$ cat src/hdl/cspc_pkg.sv
// Shared types, constants and a helper function of the cover strip pixel compositor.
package cspc_pkg;

   localparam int SCREEN_W        = 320;
   localparam int COVER_W         = 96;
   localparam int COVER_H         = 96;
   localparam int SIDE_COVERS_DEF = 2;
   localparam int PITCH           = 120;
   localparam int SLIDE_FRAMES    = 8;
   localparam int SLOT_COUNT      = 5;

   localparam int POS_W  = 12;
   localparam int DIFF_W = $clog2(COVER_W);
   localparam int ADDR_W = 5;

   localparam int RECIP       = 205;
   localparam int RECIP_SHIFT = 10;

   localparam logic [15:0] WHITE_RGB  = 16'hFFFF;
   localparam logic [15:0] GREY_RESET = 16'h8410;

   localparam logic [1:0] KIND_WHITE = 2'd0;
   localparam logic [1:0] KIND_GREY  = 2'd1;
   localparam logic [1:0] KIND_IMAGE = 2'd2;

   localparam logic [2:0] REG_ENTRY_COUNT   = 3'd0;
   localparam logic [2:0] REG_CENTRE_INDEX  = 3'd1;
   localparam logic [2:0] REG_FRAMES_LEFT   = 3'd2;
   localparam logic [2:0] REG_SLIDE_FORWARD = 3'd3;
   localparam logic [2:0] REG_LOADED_MASK   = 3'd4;
   localparam logic [2:0] REG_GREY_COLOUR   = 3'd5;

   typedef struct packed {
      logic [8:0] pixel_x;
      logic [6:0] pixel_y;
   } pixel_in_type;

   typedef struct packed {
      logic [1:0]  source_kind;
      logic [2:0]  slot_number;
      logic [13:0] image_offset;
      logic [15:0] fill_colour;
   } pixel_out_type;

   typedef struct packed {
      logic [10:0] entry_count;
      logic [9:0]  centre_index;
      logic [2:0]  centre_slot;
      logic [2:0]  frames_left;
      logic        slide_forward;
      logic [4:0]  loaded_mask;
      logic [15:0] grey_colour;
   } cfg_type;

   typedef struct packed {
      logic              hit;
      logic [2:0]        slot;
      logic [DIFF_W-1:0] diff;
   } lane_type;

   function automatic logic signed [POS_W-1:0] slide_shift(input logic [2:0] l,
                                                           input logic fwd);
      logic [15:0]            prod;
      logic [POS_W-1:0]       mag;
      prod = 16'(l) * 16'(l) * 16'(PITCH);
      mag  = POS_W'(prod / 16'(SLIDE_FRAMES * SLIDE_FRAMES));
      return fwd ? signed'(mag) : -signed'(mag);
   endfunction

endpackage

$ cat src/hdl/cspc_csr.sv
// Configuration register file with the APB-style access port.
module cspc_csr (
   input  logic                       clock,
   input  logic                       reset,
   input  logic                       psel,
   input  logic                       penable,
   input  logic                       pwrite,
   input  logic [cspc_pkg::ADDR_W-1:0] paddr,
   input  logic [31:0]                pwdata,
   output logic [31:0]                prdata,
   output logic                       pready,
   output cspc_pkg::cfg_type          cfg
);
   import cspc_pkg::*;

   cfg_type     cfg_ff, cfg_in;
   logic [2:0]  index;
   logic        wr_en;
   logic [17:0] quot_prod;
   logic [7:0]  quot;
   logic [9:0]  quot_x5;
   logic [2:0]  new_slot;

   assign index  = paddr[ADDR_W-1:2];
   assign wr_en  = psel && penable && pwrite;
   assign pready = 1'b1;
   assign cfg    = cfg_ff;

   // The centre index is at most 1023, where multiplying by 205/1024 gives the exact quotient.
   assign quot_prod = 18'(pwdata[9:0]) * 18'(RECIP);
   assign quot      = quot_prod[RECIP_SHIFT +: 8];
   assign quot_x5   = 10'(quot) * 10'(SLOT_COUNT);
   assign new_slot  = 3'(pwdata[9:0] - quot_x5);

   always_comb begin
      cfg_in = cfg_ff;
      if (wr_en) begin
         unique case (index)
            REG_ENTRY_COUNT:   cfg_in.entry_count = pwdata[10:0];
            REG_CENTRE_INDEX: begin
               cfg_in.centre_index = pwdata[9:0];
               cfg_in.centre_slot  = new_slot;
            end
            REG_FRAMES_LEFT:   cfg_in.frames_left   = pwdata[2:0];
            REG_SLIDE_FORWARD: cfg_in.slide_forward = pwdata[0];
            REG_LOADED_MASK:   cfg_in.loaded_mask   = pwdata[4:0];
            REG_GREY_COLOUR:   cfg_in.grey_colour   = pwdata[15:0];
            default: ;
         endcase
      end
   end

   always_ff @(posedge clock) begin
      if (reset) begin
         cfg_ff.entry_count   <= '0;
         cfg_ff.centre_index  <= '0;
         cfg_ff.centre_slot   <= '0;
         cfg_ff.frames_left   <= '0;
         cfg_ff.slide_forward <= 1'b0;
         cfg_ff.loaded_mask   <= '0;
         cfg_ff.grey_colour   <= GREY_RESET;
      end else begin
         cfg_ff <= cfg_in;
      end
   end

   always_comb begin
      prdata = '0;
      unique case (index)
         REG_ENTRY_COUNT:   prdata = 32'(cfg_ff.entry_count);
         REG_CENTRE_INDEX:  prdata = 32'(cfg_ff.centre_index);
         REG_FRAMES_LEFT:   prdata = 32'(cfg_ff.frames_left);
         REG_SLIDE_FORWARD: prdata = 32'(cfg_ff.slide_forward);
         REG_LOADED_MASK:   prdata = 32'(cfg_ff.loaded_mask);
         REG_GREY_COLOUR:   prdata = 32'(cfg_ff.grey_colour);
         default:           prdata = '0;
      endcase
   end

endmodule

$ cat src/hdl/cspc_lane.sv
// Placement and hit test of the cover at one fixed offset from the centre entry.
module cspc_lane #(
   parameter int OFFSET = 0
) (
   input  cspc_pkg::cfg_type                   cfg,
   input  logic signed [cspc_pkg::POS_W-1:0]   shift,
   input  logic [8:0]                          pixel_x,
   output cspc_pkg::lane_type                  lane
);
   import cspc_pkg::*;

   localparam logic signed [POS_W-1:0] LANE_D    = POS_W'(OFFSET);
   localparam logic signed [POS_W-1:0] LANE_LEFT =
      POS_W'((SCREEN_W - COVER_W) / 2 + OFFSET * PITCH);
   localparam logic signed [4:0] SLOT_D = 5'(OFFSET);

   logic signed [POS_W-1:0] k;
   logic signed [POS_W-1:0] left;
   logic signed [POS_W-1:0] diff;
   logic signed [4:0]       slot_sum;
   logic                    k_valid;
   logic                    covered;

   assign k       = signed'(POS_W'(cfg.centre_index)) + LANE_D;
   assign k_valid = !k[POS_W-1] && (k[10:0] < cfg.entry_count);
   assign left    = LANE_LEFT + shift;
   assign diff    = signed'(POS_W'(pixel_x)) - left;
   assign covered = !diff[POS_W-1] && (diff < POS_W'(COVER_W));

   assign slot_sum = signed'(5'(cfg.centre_slot)) + SLOT_D;

   always_comb begin
      lane.hit  = k_valid && covered;
      lane.diff = diff[DIFF_W-1:0];
      if (slot_sum < 0) begin
         lane.slot = 3'(slot_sum + 5'(SLOT_COUNT));
      end else if (slot_sum >= 5'(SLOT_COUNT)) begin
         lane.slot = 3'(slot_sum - 5'(SLOT_COUNT));
      end else begin
         lane.slot = 3'(slot_sum);
      end
   end

endmodule

$ cat src/hdl/cover_strip_pixel_compositor_top.sv
// Top level of the cover strip pixel compositor: input register, cover lanes, result register.
//
// Usage: configure the strip through the APB-style port (psel, penable, pwrite,
// paddr, pwdata, prdata, pready) while no pixel is in flight; register i sits at
// byte address 4*i and pready is always high.
// A pixel word (req_word) is taken at each rising edge with start high and busy
// low. busy is always low, so one pixel can be taken every cycle.
// The result word appears on rsp_word right after the next rising edge, with
// rsp_strobe high for exactly that one cycle; there is no back pressure, so the
// receiver must take every word as it comes.
// Throughput is one pixel per cycle; the path between the input register and
// the result register holds the placement adders and compares of each cover
// lane, a small multiplier for the row offset and the priority select over the lanes.
// Reset clears the pipeline valid flags and returns the configuration registers to
// their defaults; words in flight at reset are dropped.
module cover_strip_pixel_compositor_top #(
   parameter int SIDE_COVERS = cspc_pkg::SIDE_COVERS_DEF
) (
   input  logic                        clock,
   input  logic                        reset,
   input  logic                        start,
   output logic                        busy,
   input  cspc_pkg::pixel_in_type      req_word,
   output logic                        rsp_strobe,
   output cspc_pkg::pixel_out_type     rsp_word,
   input  logic                        psel,
   input  logic                        penable,
   input  logic                        pwrite,
   input  logic [cspc_pkg::ADDR_W-1:0] paddr,
   input  logic [31:0]                 pwdata,
   output logic [31:0]                 prdata,
   output logic                        pready
);
   import cspc_pkg::*;

   localparam int LANES = 2 * SIDE_COVERS + 1;

   cfg_type                 cfg;
   logic                    in_valid_ff, in_valid_in;
   pixel_in_type            in_pix_ff, in_pix_in;
   logic                    rsp_valid_ff, rsp_valid_in;
   pixel_out_type           rsp_word_ff, rsp_word_in;
   logic signed [POS_W-1:0] shift;
   lane_type                lanes [LANES];
   logic                    in_range;
   logic                    any_hit;
   logic [2:0]              win_slot;
   logic [DIFF_W-1:0]       win_diff;
   logic [13:0]             row_base;

   cspc_csr u_csr (
      .clock   (clock),
      .reset   (reset),
      .psel    (psel),
      .penable (penable),
      .pwrite  (pwrite),
      .paddr   (paddr),
      .pwdata  (pwdata),
      .prdata  (prdata),
      .pready  (pready),
      .cfg     (cfg)
   );

   assign busy        = 1'b0;
   assign in_valid_in = start && !busy;
   assign in_pix_in   = start ? req_word : in_pix_ff;

   always_ff @(posedge clock) begin
      if (reset) begin
         in_valid_ff <= 1'b0;
      end else begin
         in_valid_ff <= in_valid_in;
      end
      in_pix_ff <= in_pix_in;
   end

   assign shift = slide_shift(cfg.frames_left, cfg.slide_forward);

   for (genvar j = 0; j < LANES; j++) begin : g_lane
      cspc_lane #(
         .OFFSET (j - SIDE_COVERS)
      ) u_lane (
         .cfg     (cfg),
         .shift   (shift),
         .pixel_x (in_pix_ff.pixel_x),
         .lane    (lanes[j])
      );
   end

   assign in_range = (10'(in_pix_ff.pixel_x) < 10'(SCREEN_W)) &&
                     (9'(in_pix_ff.pixel_y) < 9'(COVER_H));

   // Later lanes hold higher entry indices and take priority.
   always_comb begin
      any_hit  = 1'b0;
      win_slot = '0;
      win_diff = '0;
      for (int j = 0; j < LANES; j++) begin
         if (lanes[j].hit) begin
            any_hit  = 1'b1;
            win_slot = lanes[j].slot;
            win_diff = lanes[j].diff;
         end
      end
   end

   assign row_base = 14'(in_pix_ff.pixel_y) * 14'(COVER_W);

   always_comb begin
      rsp_word_in = '0;
      if (!(any_hit && in_range)) begin
         rsp_word_in.source_kind = KIND_WHITE;
         rsp_word_in.fill_colour = WHITE_RGB;
      end else if (cfg.loaded_mask[win_slot]) begin
         rsp_word_in.source_kind  = KIND_IMAGE;
         rsp_word_in.slot_number  = win_slot;
         rsp_word_in.image_offset = row_base + 14'(win_diff);
      end else begin
         rsp_word_in.source_kind = KIND_GREY;
         rsp_word_in.slot_number = win_slot;
         rsp_word_in.fill_colour = cfg.grey_colour;
      end
   end

   assign rsp_valid_in = in_valid_ff;

   always_ff @(posedge clock) begin
      if (reset) begin
         rsp_valid_ff <= 1'b0;
      end else begin
         rsp_valid_ff <= rsp_valid_in;
      end
      rsp_word_ff <= rsp_word_in;
   end

   assign rsp_strobe = rsp_valid_ff;
   assign rsp_word   = rsp_word_ff;

`ifndef SYNTHESIS
   a_strobe_follows_start: assert property (@(posedge clock) disable iff (reset)
      rsp_strobe |-> $past(start, 2))
      else $error("Result word without an accepted pixel two cycles earlier.");

   a_no_strobe_after_reset: assert property (@(posedge clock)
      ($past(reset) && !reset) |-> !rsp_strobe)
      else $error("Result strobe right after reset.");

   a_white_word_clean: assert property (@(posedge clock) disable iff (reset)
      (rsp_strobe && rsp_word.source_kind == KIND_WHITE) |->
         (rsp_word.slot_number == 3'd0 && rsp_word.image_offset == 14'd0 &&
          rsp_word.fill_colour == WHITE_RGB))
      else $error("White result word carries cover data.");

   a_slot_in_range: assert property (@(posedge clock) disable iff (reset)
      rsp_strobe |-> (rsp_word.slot_number < 3'(SLOT_COUNT)))
      else $error("Slot number out of range.");
`endif

endmodule

$ cat config.mk
export PLATFORM = sky130hd
export DESIGN_NAME = cover_strip_pixel_compositor_top
export DESIGN_NICKNAME = d
export VERILOG_FILES = /design/src/hdl/cspc_pkg.sv /design/src/hdl/cspc_csr.sv /design/src/hdl/cspc_lane.sv /design/src/hdl/cover_strip_pixel_compositor_top.sv
export SDC_FILE = /design/constraint.sdc
export NUM_CORES = 1
export LEC_CHECK = 0
export BUFFER_PORTS_ARGS = -buffer_cell sky130_fd_sc_hd__buf_2
export CORE_AREA = 4 4 196 198
export DETAILED_ROUTE_END_ITERATION = 12
export DIE_AREA = 0 0 200 202
export PLACE_DENSITY = 0.55
export SYNTH_ARGS = -nofsm -noshare
export SYNTH_HDL_FRONTEND = slang
export SYNTH_SLANG_ARGS = --single-unit
$ cat constraint.sdc
create_clock -name clock -period 16.5 [get_ports clock]
set_input_delay 1.65 -clock clock [delete_from_list [all_inputs] [get_ports clock]]
set_output_delay 1.65 -clock clock [all_outputs]
set_load 0.05 [all_outputs]
==> results of run 1 <==
==> flip-flops by register name, indices dropped and copies added (netlist names) <==
signal       count
in_valid_ff      1
u_csr.cfg       49
rsp_strobe       1
rsp_word        35
in_pix_ff       16
==> metrics by stage <==
step                area, um2  setup WS [ns]  instances  utilization (%)  hold WS (ns)
floorplan               11000           8.48       1319                -         0.414
global placement        11600           6.46       1800             31.8         0.420
detailed placement      11600           6.27       1800             31.8         0.438
CTS                     11900           6.25       1816             32.6         0.456
global route            11900           5.50       1816             32.6         0.461
finish                  11900           6.26       1816             32.6         0.453
==> cells in the mapped netlist (6+ instances only) <==
| master | n |
|---|---|
| o21a_1 | 11 |
| buf_4 | 20 |
| nand4_1 | 10 |
| nor2_1 | 93 |
| mux2i_1 | 40 |
| o211ai_1 | 10 |
| o21ai_0 | 32 |
| fa_1 | 21 |
| ha_1 | 156 |
| buf_2 | 8 |
| o21bai_1 | 7 |
| a2111o_1 | 6 |
| a21oi_1 | 101 |
| o31ai_1 | 6 |
| buf_1 | 6 |
| nand3_1 | 15 |
| a211oi_1 | 19 |
| a31oi_1 | 7 |
| xor2_1 | 24 |
| dfxtp_1 | 86 |
| buf_6 | 6 |
| a211o_1 | 9 |
| a21o_1 | 40 |
| and2_1 | 11 |
| xnor2_1 | 69 |
| nor3_1 | 23 |
| nand2b_1 | 19 |
| nand2_1 | 104 |
| edfxtp_1 | 16 |
| and3_1 | 14 |
| inv_1 | 118 |
| clkbuf_1 | 41 |
| nor3_2 | 9 |
| nor2b_1 | 14 |
| o22ai_1 | 7 |
==> path summary, 6_finish.rpt <==
| check | slack, ns | end | startpoint |
|---|---|---|---|
| worst max-delay path | 6.26 | rsp_word[29] | u_csr.cfg[23] |
| worst min-delay path | 0.45 | rsp_strobe | in_valid_ff |
| worst max register to register | 6.26 | rsp_word[29] | u_csr.cfg[23] |
| worst min register to register | 0.45 | rsp_strobe | in_valid_ff |
==> worst register-to-register path: cells and delay by family (launching register included) <==
family,cells,cell delay (ns)
adder cells (fa/ha/maj),7,2.62
AND/OR/NAND/NOR,11,2.91
multiplexers,1,0.20
flip-flops,1,0.47
AO/OA/AOI/OAI,7,2.26
XOR/XNOR,6,1.47
buffers and inverters,2,0.13
==> area by class of cell <==
cell class,count,area [um2],area share (%)
clock buffer,9,225,1.89
clock inverter,7,71.3,0.598
inverter,118,443,3.72
multi-input combinational,1018,7920,66.4
sequential,102,2200,18.5
tap,468,586,4.91
timing repair buffer,94,475,3.99
==> per-layer routing <==
metal | track usage (%) | vias up | share of wire (%)
li1 | - | 4663 | -
met1 | 21.0 | 4466 | 47
met2 | 24.0 | 228 | 46
met3 | 2.53 | 29 | 5.0
met4 | 3.20 | 2 | 1.5
met5 | 0 | - | 0.036
==> cell families after synthesis <==
kind of cell	Yosys count	synth area share, %
buffers and inverters	199	8.04
AO/OA/AOI/OAI	321	20.7
adder cells (fa/ha/maj)	177	21.8
flip-flops	102	20.2
other	2	0.0689
XOR/XNOR	93	7.47
AND/OR/NAND/NOR	360	17.0
multiplexers	47	4.74
==> power by group through the flow <==
stage                     sequential (uW)  clock, uW  combinational, uW
final                                 263        217                426
after global routing                  264        232                478
after CTS                             263        222                429
after detailed placement              269          0                426
after global placement                269          0                421
after floorplan                       270          0                339
==> metrics.txt, run 1 <==
Residual DRC 0; Synth cell types 91; DR pass1 iterations 7; max incr delay on CP 0.92 ns; Seq cells post-synth 102; hold_buf cts 0; Crit-path slowest cell a311oi_2; Num CTS Buffers 9; Peak Freq 0.0976 GHz; postcts setup bufs 0; WP data required 16.71 ns; RSZ-0062 raised after global routing no; DP HPWL 23,900 um; Initial Utilization 29.9%; Layout area overhead 9.30%; chip height 202 um; grt ovf 0; Power Total 906 uW; top cell family by delay on the critical path simple AND/OR/NAND/NOR gates; PortBufs approximately 90; CTS tree yes; I/O pins roughly 130; Avg Inst Size Synth around 8.4 um2; critical path endpoint category flip-flop; Clk pin slew, worst setup/hold paths 0.08 ns; CP most frequent cell ha_1; Clk network pwr share 23.9%; largest net degree at the start of global routing 52; area of the mapped netlist 0.0109 mm2; worst-path fanout max 22; antenna violations before repair 1; area leader, netlist ha_1; max-cap viol count 0; Post-synth EDFFs 16; cells after synthesis 1,301; Sw Share 40.2%; fillcell total 3,906; commonest non-fill, non-tap cells in the layout ha_1 (156), inv_1 (118), nand2_1 (104); hold path depth 1; Worst Skew 0.0248 ns; WL final a little over 30,000 um; register area share after synthesis 20.2%; outcome completed; most common cell after layout, fill and taps aside ha_1; total core area 0.0365 mm2; yosys warns 0; Clock Sinks 102; WP data arrival 10.46 ns; RePlAce Congestion 0.871; area fraction of the dominant cell type after synthesis 17.9%; Vias/cell 5.17; internal power roughly 540 uW; row cnt 70; routed len/inst 17.0 um; Slew Limit Headroom 22.5%; Fin. Hold Viols 0; fraction of registers with async set/reset 0%; ranking of synthesized cells by area ha_1 (18%), dfxtp_1 (16%), xnor2_1 (5.5%); Root Buffer clkbuf_16; Gate power share between 40% and 50%; critical path launch point type flip-flop; H-tree depth 3; Worst Hold Class flip-flop to flip-flop; kind of critical path flip-flop to flip-flop; Die Span X approximately 200 um; Sw Pwr ~360 uW; worst slew pin tran 1.16 ns; layout cells sized above 1 12.0%; pins over their slew limit 0; first-pass GRT wire length 49,000 um; Max clock buf depth 2; static leakage 0.00527 uW; register share of total power between 20 and 30%; Main synth FF type dfxtp_1; DRT iter0 DRCs 572; R2R cell count 34; Buffers & Inverters on Critical Path 2; routed via count 9,388; Final setup viols 0; antenna-violating nets left 0; insertion delay to the later sink of the worst-skew pair approximately 0.38 ns; logic depth of the worst path, buffers included 34; vias in the first global route 9,136; Max VDD drop 50.0 uV; All-Layer GR Usage 14.9%; cts repair resizes 0; n_diodes 0; clock period minus final worst setup slack roughly 10 ns; Nets 1,579; die area roughly 0.040 mm2; total negative slack 0 ns; Final Cycle Share 62.1%; Power Density 76.0 mW/mm2
Power figures use the tool's default switching activity.
==> inputs of run 2 (changes only) <==
--- a/config.mk
+++ b/config.mk
@@ -5,11 +5,12 @@
 export SDC_FILE = /design/constraint.sdc
 export NUM_CORES = 1
 export LEC_CHECK = 0
+export ABC_AREA = 1
 export BUFFER_PORTS_ARGS = -buffer_cell sky130_fd_sc_hd__buf_2
-export CORE_AREA = 4 4 196 198
+export CORE_AREA = 4 4 194 196
 export DETAILED_ROUTE_END_ITERATION = 12
-export DIE_AREA = 0 0 200 202
-export PLACE_DENSITY = 0.55
+export DIE_AREA = 0 0 198 200
+export PLACE_DENSITY = 0.57
 export SYNTH_ARGS = -nofsm -noshare
 export SYNTH_HDL_FRONTEND = slang
 export SYNTH_SLANG_ARGS = --single-unit
==> constraint.sdc (replaced) <==
create_clock -name clock -period 8.4 [get_ports clock]
set_input_delay 0.84 -clock clock [delete_from_list [all_inputs] [get_ports clock]]
set_output_delay 0.84 -clock clock [all_outputs]
set_load 0.05 [all_outputs]
==> run 2 against run 1 <==
Effect of this change:
- combinational power is 100% higher
- area after synthesis shrank 2.3%
- worst hold slack worse by 0.052 ns
- total power rose by 100%
- non-clock buffer count up 22
- fmax increased by 33%
- register-to-register slack worse by 5.6 ns
- sequential power rose by 98%
- critical path depth increased by 4
- cell area rose by 0.76%
- via count increased by 3.8%
- setup slack worse by 5.6 ns
- critical endpoint unchanged
- largest cell class unchanged
==> metrics.txt, run 2 <==
critical path launch point type flip-flop; Clk pin slew, worst setup/hold paths 0.08 ns (about the same); multi-input logic area 0.00731 mm2 (-7.7%); Final setup viols 0 (unchanged); Buffers & Inverters on Critical Path 6 (+4); total negative slack 0 ns (unchanged); yosys warns 0 (unchanged); PnR worst setup slack 0.700 ns (-5.56 ns); max incr delay on CP 0.52 ns (-0.40 ns); area fraction of the dominant cell type after synthesis 18.3% (+0.42 points); CP most frequent cell inv_1; outcome completed; WL final 29,900 um (-2.8%); routed via count 9,741 (+3.8%); WP data required 8.70 ns (-8.01 ns); Slew Limit Headroom 19.0% (-3.5 points); most common cell after layout, fill and taps aside nand2_1; antenna violations before repair 3 (+2); total core area 0.0361 mm2 (-1.2%); Vias/cell 4.73 (-8.5%); Num CTS Buffers 9 (unchanged); clock period minus final worst setup slack 7.70 ns (-2.54 ns); row cnt 70 (unchanged); Post-synth top cells nand2_1 (292), inv_1 (247), ha_1 (156); Final Cycle Share 91.7% (+30 points); RSZ-0062 raised after global routing no; Avg Inst Size Synth 7.13 um2 (-15%); largest net degree at the start of global routing 48 (-7.7%); n_diodes 0 (unchanged); Crit-path slowest cell o21ai_0; R2R cell count 38 (+12%); die area 0.0396 mm2 (-2.0%); area of the mapped netlist 0.0107 mm2 (-2.3%); top cell family by delay on the critical path adder cells; Residual DRC 0 (unchanged); final design utilization 33.3% (+0.65 points); Seq cells post-synth 102 (unchanged); insertion delay to the later sink of the worst-skew pair 0.37 ns (about the same); Synth cell types 52 (-43%); Nets 1,823 (+15%); Clock Sinks 102 (unchanged); fillcell total 3,921 (+0.38%); Die Span X 198 um (-1.0%); Power Density 152 mW/mm2 (+100%); Hold Crit Start in_valid_ff; hold_buf cts 0 (unchanged); hold endpoint rsp_strobe; hold path depth 2 (+1); Largest register FFs 49 (unchanged); layout cells sized above 1 14.5% (+2.5 points); Max clock buf depth 2 (unchanged); All-Layer GR Usage 14.8% (-0.088 points); critical path endpoint category flip-flop; pre-CTS setup slack 0.248 ns (-6.02 ns); final std cells w/o fill 2,060 (+13%); DP HPWL 24,600 um (+2.8%); static leakage 0.00613 uW (+16%); commonest non-fill, non-tap cells in the layout nand2_1 (291), inv_1 (247), ha_1 (149); antenna-violating nets left 0 (unchanged); DR pass1 iterations 6 (-1); I/O pins 129 (unchanged); Layout area overhead 12.7%; DRT iter0 DRCs 505 (-12%); Root Buffer clkbuf_16; Peak Freq 0.130 GHz (+33%); worst slew pin tran 1.21 ns (+0.0546 ns); vias in the first global route 9,186 (+0.55%); Worst Skew 0.0161 ns (-0.00869 ns); Initial Utilization 29.5% (-0.33 points); ranking of synthesized cells by area ha_1 (18%), dfxtp_1 (16%), nand2_1 (10%); area leader, netlist ha_1; WP data arrival 8.00 ns (-2.46 ns); Fin. Hold Viols 0 (unchanged); reg-to-reg critical path startpoint u_csr.cfg[22]; CTS tree yes; most frequent cell after synthesis nand2_1; max-cap viol count 0 (unchanged); r2r endpoint rsp_word[29]; Max VDD drop 93.9 uV (+88%); first-pass GRT wire length 47,300 um (-3.5%); PortBufs 92 (unchanged); routed len/inst 14.5 um (-14%); R2R Setup Slk 0.70 ns (-5.56 ns); register area share after synthesis 20.7% (+0.47 points); Worst Hold Class flip-flop to flip-flop; Placed Cells 2,041 (+13%); Main synth FF type dfxtp_1; worst-path fanout max 10 (-55%); RePlAce Congestion 0.907 (+4.2%); H-tree depth 3 (unchanged); cells after synthesis 1,495 (+15%); pins over their slew limit 0 (unchanged); chip height 200 um (-0.99%); fraction of registers with async set/reset 0% (unchanged); kind of critical path flip-flop to flip-flop; register area 0.00220 mm2 (about the same); grt ovf 0 (unchanged); Post-synth EDFFs 16 (unchanged)
==> run 2: changes by cell type in the layout (fill, tap and decap cells not counted), sizes merged, moves of 39 or more <==
cell	previous run	this run
xnor2	69	16
nand3	15	94
o21ai	35	95
nand2	104	315
xor2	24	67
inv	120	264
mux2i	40	1
==> run 2: per-stage QoR <==
| stage | power (uW) | hold slack (ns) | area [um2] |
|---|---|---|---|
| floorplan | 1180 | 0.388 | 10700 |
| global placement | 1380 | 0.395 | 11600 |
| detailed placement | 1390 | 0.395 | 11600 |
| CTS | 1830 | 0.406 | 11900 |
| global route | 1970 | 0.423 | 12000 |
| finish | 1820 | 0.402 | 12000 |
==> run 2: final cells by class <==
class                           count  area share (%)
Clock buffer                       11            2.02
Tap cell                          468            4.88
Clock inverter                      5           0.385
Inverter                          262            8.21
Sequential cell                   102            18.3
Timing Repair Buffer              116            5.33
Multi-Input combinational cell   1096            60.8
==> run 2: worst max-delay path by stage <==
stage | start | endpoint | slack (ns) | cells after the start
final | u_csr.cfg[22] | rsp_word[29] | 0.70 | 38
after CTS | u_csr.cfg[22] | rsp_word[29] | 0.18 | 40
after global routing | u_csr.cfg[22] | rsp_word[29] | 0.02 | 43
after detailed placement | u_csr.cfg[22] | rsp_word[29] | 0.25 | 40
after global placement | u_csr.cfg[22] | rsp_word[29] | 0.31 | 40
after floorplan | u_csr.cfg[23] | rsp_word[29] | 1.19 | 39
==> run 2: kinds of logic (layout without fill, tap and decap cells) <==
logic type	Yosys count	after routing	share of synthesized area (%)
simple gates	575	575	25.3
buf+inv	315	394	12.2
compound gates	240	240	12.6
fa+ha+maj	177	177	22.3
flops	102	102	20.7
xor+xnor	83	83	6.82
other cells	2	20	0.0705
mux	1	1	0.0939
==> run 2: tightest hold or removal path: stages, from the launching register on <==
cell and delay [ns]:
dfxtp_1 0.30, inv_1 0.04, nor2_1 0.03
==> run 2: power by group <==
part,internal (uW),leakage [uW],switching (uW)
combinational,315,0.00514,555
clock,216,0.000143,218
sequential,510,0.000852,9.99
total,1040,0.00613,783
==> run 2: what timing repair did <==
item	4_1_cts	5_1_grt
setup buffers	0	3
endpoints found under the setup margin	0	5
gates resized for setup	0	21
==> run 2: per-layer routing <==
layer	GRT usage [%]	vias to the layer above	routed length [um]
met4	3.32	6	473
met5	0	-	45
li1	-	4978	-
met1	20.2	4504	14000
met2	24.8	212	13900
met3	2.57	41	1540
==> inputs of run 3 (changes only) <==
--- a/config.mk
+++ b/config.mk
@@ -7,10 +7,10 @@
 export LEC_CHECK = 0
 export ABC_AREA = 1
 export BUFFER_PORTS_ARGS = -buffer_cell sky130_fd_sc_hd__buf_2
-export CORE_AREA = 4 4 194 196
+export CORE_AREA = 4 4 159 161
 export DETAILED_ROUTE_END_ITERATION = 12
-export DIE_AREA = 0 0 198 200
-export PLACE_DENSITY = 0.57
+export DIE_AREA = 0 0 163 165
+export PLACE_DENSITY = 0.75
 export SYNTH_ARGS = -nofsm -noshare
 export SYNTH_HDL_FRONTEND = slang
 export SYNTH_SLANG_ARGS = --single-unit
==> constraint.sdc (replaced) <==
create_clock -name clock -period 8.4 [get_ports clock]
set_input_delay 0.84 -clock clock [delete_from_list [all_inputs] [get_ports clock]]
set_output_delay 0.84 -clock clock [all_outputs]
set_load 0.005 [all_outputs]
==> run 3 against run 2 <==
Effect of this change:
- register-to-register slack got worse by 0.12 ns
- first-iteration DRC count is 46% higher
- global-route usage rose by 5.6 points
- largest power group unchanged
- count of clock-buffer cells in the layout is 2 lower
- flip-flop and latch count unchanged
- critical endpoint unchanged
- critical path depth is 2 lower
- utilization up 16 points
- sequential power hardly changed
==> metrics.txt, run 3 (synthesis results as in run 2) <==
Initial Utilization 44.5% (+15 points); Slew Limit Headroom 22.9% (+4.0 points); fillcell total 2,403 (-39%); Clock Sinks 102 (unchanged); total core area 0.0240 mm2 (-34%); Hold Crit Start in_valid_ff; Num CTS Buffers 9 (unchanged); vias in the first global route 9,346 (+1.7%); Largest register FFs 49 (unchanged); Root Buffer clkbuf_16; Nets 1,817 (-0.33%); insertion delay to the later sink of the worst-skew pair 0.36 ns (about the same); max incr delay on CP 0.59 ns (+0.07 ns); All-Layer GR Usage 20.4% (+5.6 points); critical path launch point type flip-flop; Power Density 149 mW/mm2 (-1.9%); I/O pins 129 (unchanged); Max clock buf depth 2 (unchanged); antenna violations before repair 0 (-3); kind of critical path flip-flop to flip-flop; hold endpoint rsp_strobe; Residual DRC 0 (unchanged); R2R cell count 36 (-5.3%); largest net degree at the start of global routing 48 (unchanged); chip height 165 um (-18%); max-cap viol count 0 (unchanged); DP Area 0.0114 mm2 (-2.0%); total negative slack 0 ns (unchanged); R2R Setup Slk 0.58 ns (-0.12 ns); DP HPWL 22,500 um (-8.4%); row cnt 57 (-19%); routed via count 9,840 (+1.0%); Crit-path slowest cell fa_1; multi-input logic area 0.00730 mm2 (-0.15%); DRT iter0 DRCs 737 (+46%); r2r endpoint rsp_word[29]; Max VDD drop 107 uV (+14%); pins over their slew limit 0 (unchanged); Vias/cell 5.15 (+9.0%); antenna-violating nets left 0 (unchanged); routed len/inst 14.5 um (-0.42%); layout cells sized above 1 13.9% (-0.57 points); hold path depth 2 (unchanged); CTS tree yes; PortBufs 92 (unchanged); first-pass GRT wire length 44,800 um (-5.3%); worst-path fanout max 9 (-1); Worst Skew 0.0145 ns (-0.00166 ns); RePlAce Congestion 0.940 (+3.7%); static leakage 0.00609 uW (-0.60%); H-tree depth 3 (unchanged); Final setup viols 0 (unchanged); Die Span X 163 um (-18%); die area 0.0269 mm2 (-32%); Clk pin slew, worst setup/hold paths 0.07 ns (about the same); DR pass1 iterations 5 (-1); Peak Freq 0.128 GHz (-1.5%); clock period minus final worst setup slack 7.82 ns (+0.120 ns); WL final 27,600 um (-7.7%); critical path endpoint category flip-flop; grt ovf 0 (unchanged); n_diodes 0 (unchanged); Layout area overhead 10.4%; most common cell after layout, fill and taps aside nand2_1; register area 0.00220 mm2 (about the same); Worst Hold Class flip-flop to flip-flop; WP data arrival 8.06 ns (+0.06 ns); fin area 0.0118 mm2 (-2.0%); reg-to-reg critical path startpoint u_csr.cfg[23]; outcome completed; Fin. Hold Viols 0 (unchanged); Final Cycle Share 93.1% (+1.4 points); commonest non-fill, non-tap cells in the layout nand2_1 (291), inv_1 (247), ha_1 (152); WP data required 8.64 ns (-0.06 ns); worst slew pin tran 1.15 ns (-0.0592 ns)
## run 3: cell count changes in the layout (fill, tap and decap cells not counted), moves of 2 or more
cell     change
buf_4        -6
ha_1         +3
ha_4         -2
nor3_2       -2
xnor2_2      -2
nor3_1       +2
## run 3: worst max path at each step
stage | start | to | slack [ns] | cells past startpoint
finish | u_csr.cfg[23] | rsp_word[29] | 0.58 | 36
CTS | u_csr.cfg[23] | rsp_word[29] | 0.16 | 37
global route | u_csr.cfg[23] | rsp_word[29] | -0.002 | 42
floorplan | u_csr.cfg[23] | rsp_word[29] | 1.19 | 39
global placement | u_csr.cfg[23] | rsp_word[29] | 0.35 | 37
detailed placement | u_csr.cfg[23] | rsp_word[29] | 0.24 | 40
## run 3: where the power goes
part           total, uW  switching, uW  internal (uW)
clock network        413            208            205
registers            520           10.2            510
logic                820            511            309
## run 3: per-stage QoR
stage / setup WS, ns / power [uW] / hold WS, ns / utilization [%] / cells
6_report: 0.580 / 1750 / 0.410 / 49.1 / 1909
5_1_grt: -0.00154 / 1900 / 0.436 / 49.1 / 1909
4_1_cts: 0.156 / 1750 / 0.414 / 48.7 / 1906
3_5_place_dp: 0.242 / 1330 / 0.401 / 47.5 / 1891
3_3_place_gp: 0.347 / 1310 / 0.398 / 47.5 / 1891
2_1_floorplan: 1.19 / 1140 / 0.388 / - / 1513
## run 3: timing repair
| item | in CTS | in global routing |
|---|---|---|
| setup endpoints to repair | 0 | 4 |
| buffers inserted | 0 | 3 |
| resized for setup | 0 | 20 |
| hold buffers | 0 | 0 |
## run 3: layout make-up
cell class / instances / share of cell area, %
Tap cell: 324 / 3.44
Clock inverter: 6 / 0.478
Clock buffer: 9 / 1.91
Sequential cell: 102 / 18.7
Timing Repair Buffer: 110 / 5.06
Multi-Input combinational cell: 1096 / 62.0
Inverter: 262 / 8.38
## run 3: per-layer routing
| metal | track usage (%) | wire length, um | vias up |
|---|---|---|---|
| met3 | 3.02 | 1670 | 55 |
| li1 | - | - | 4973 |
| met2 | 35.2 | 13100 | 302 |
| met4 | 6.52 | 831 | 0 |
| met5 | 0 | 0 | - |
| met1 | 26.3 | 12100 | 4510 |
## run 3: critical path: cells and delay by family (launching register included)
family,cells,cell delay (ns)
AOI/OAI and AO/OA,6,1.20
adders and majority gates,8,3.03
buffers and inverters,7,0.64
and+or+nand+nor,11,1.67
DFF,1,0.35
xor gates and xnor gates,4,0.81
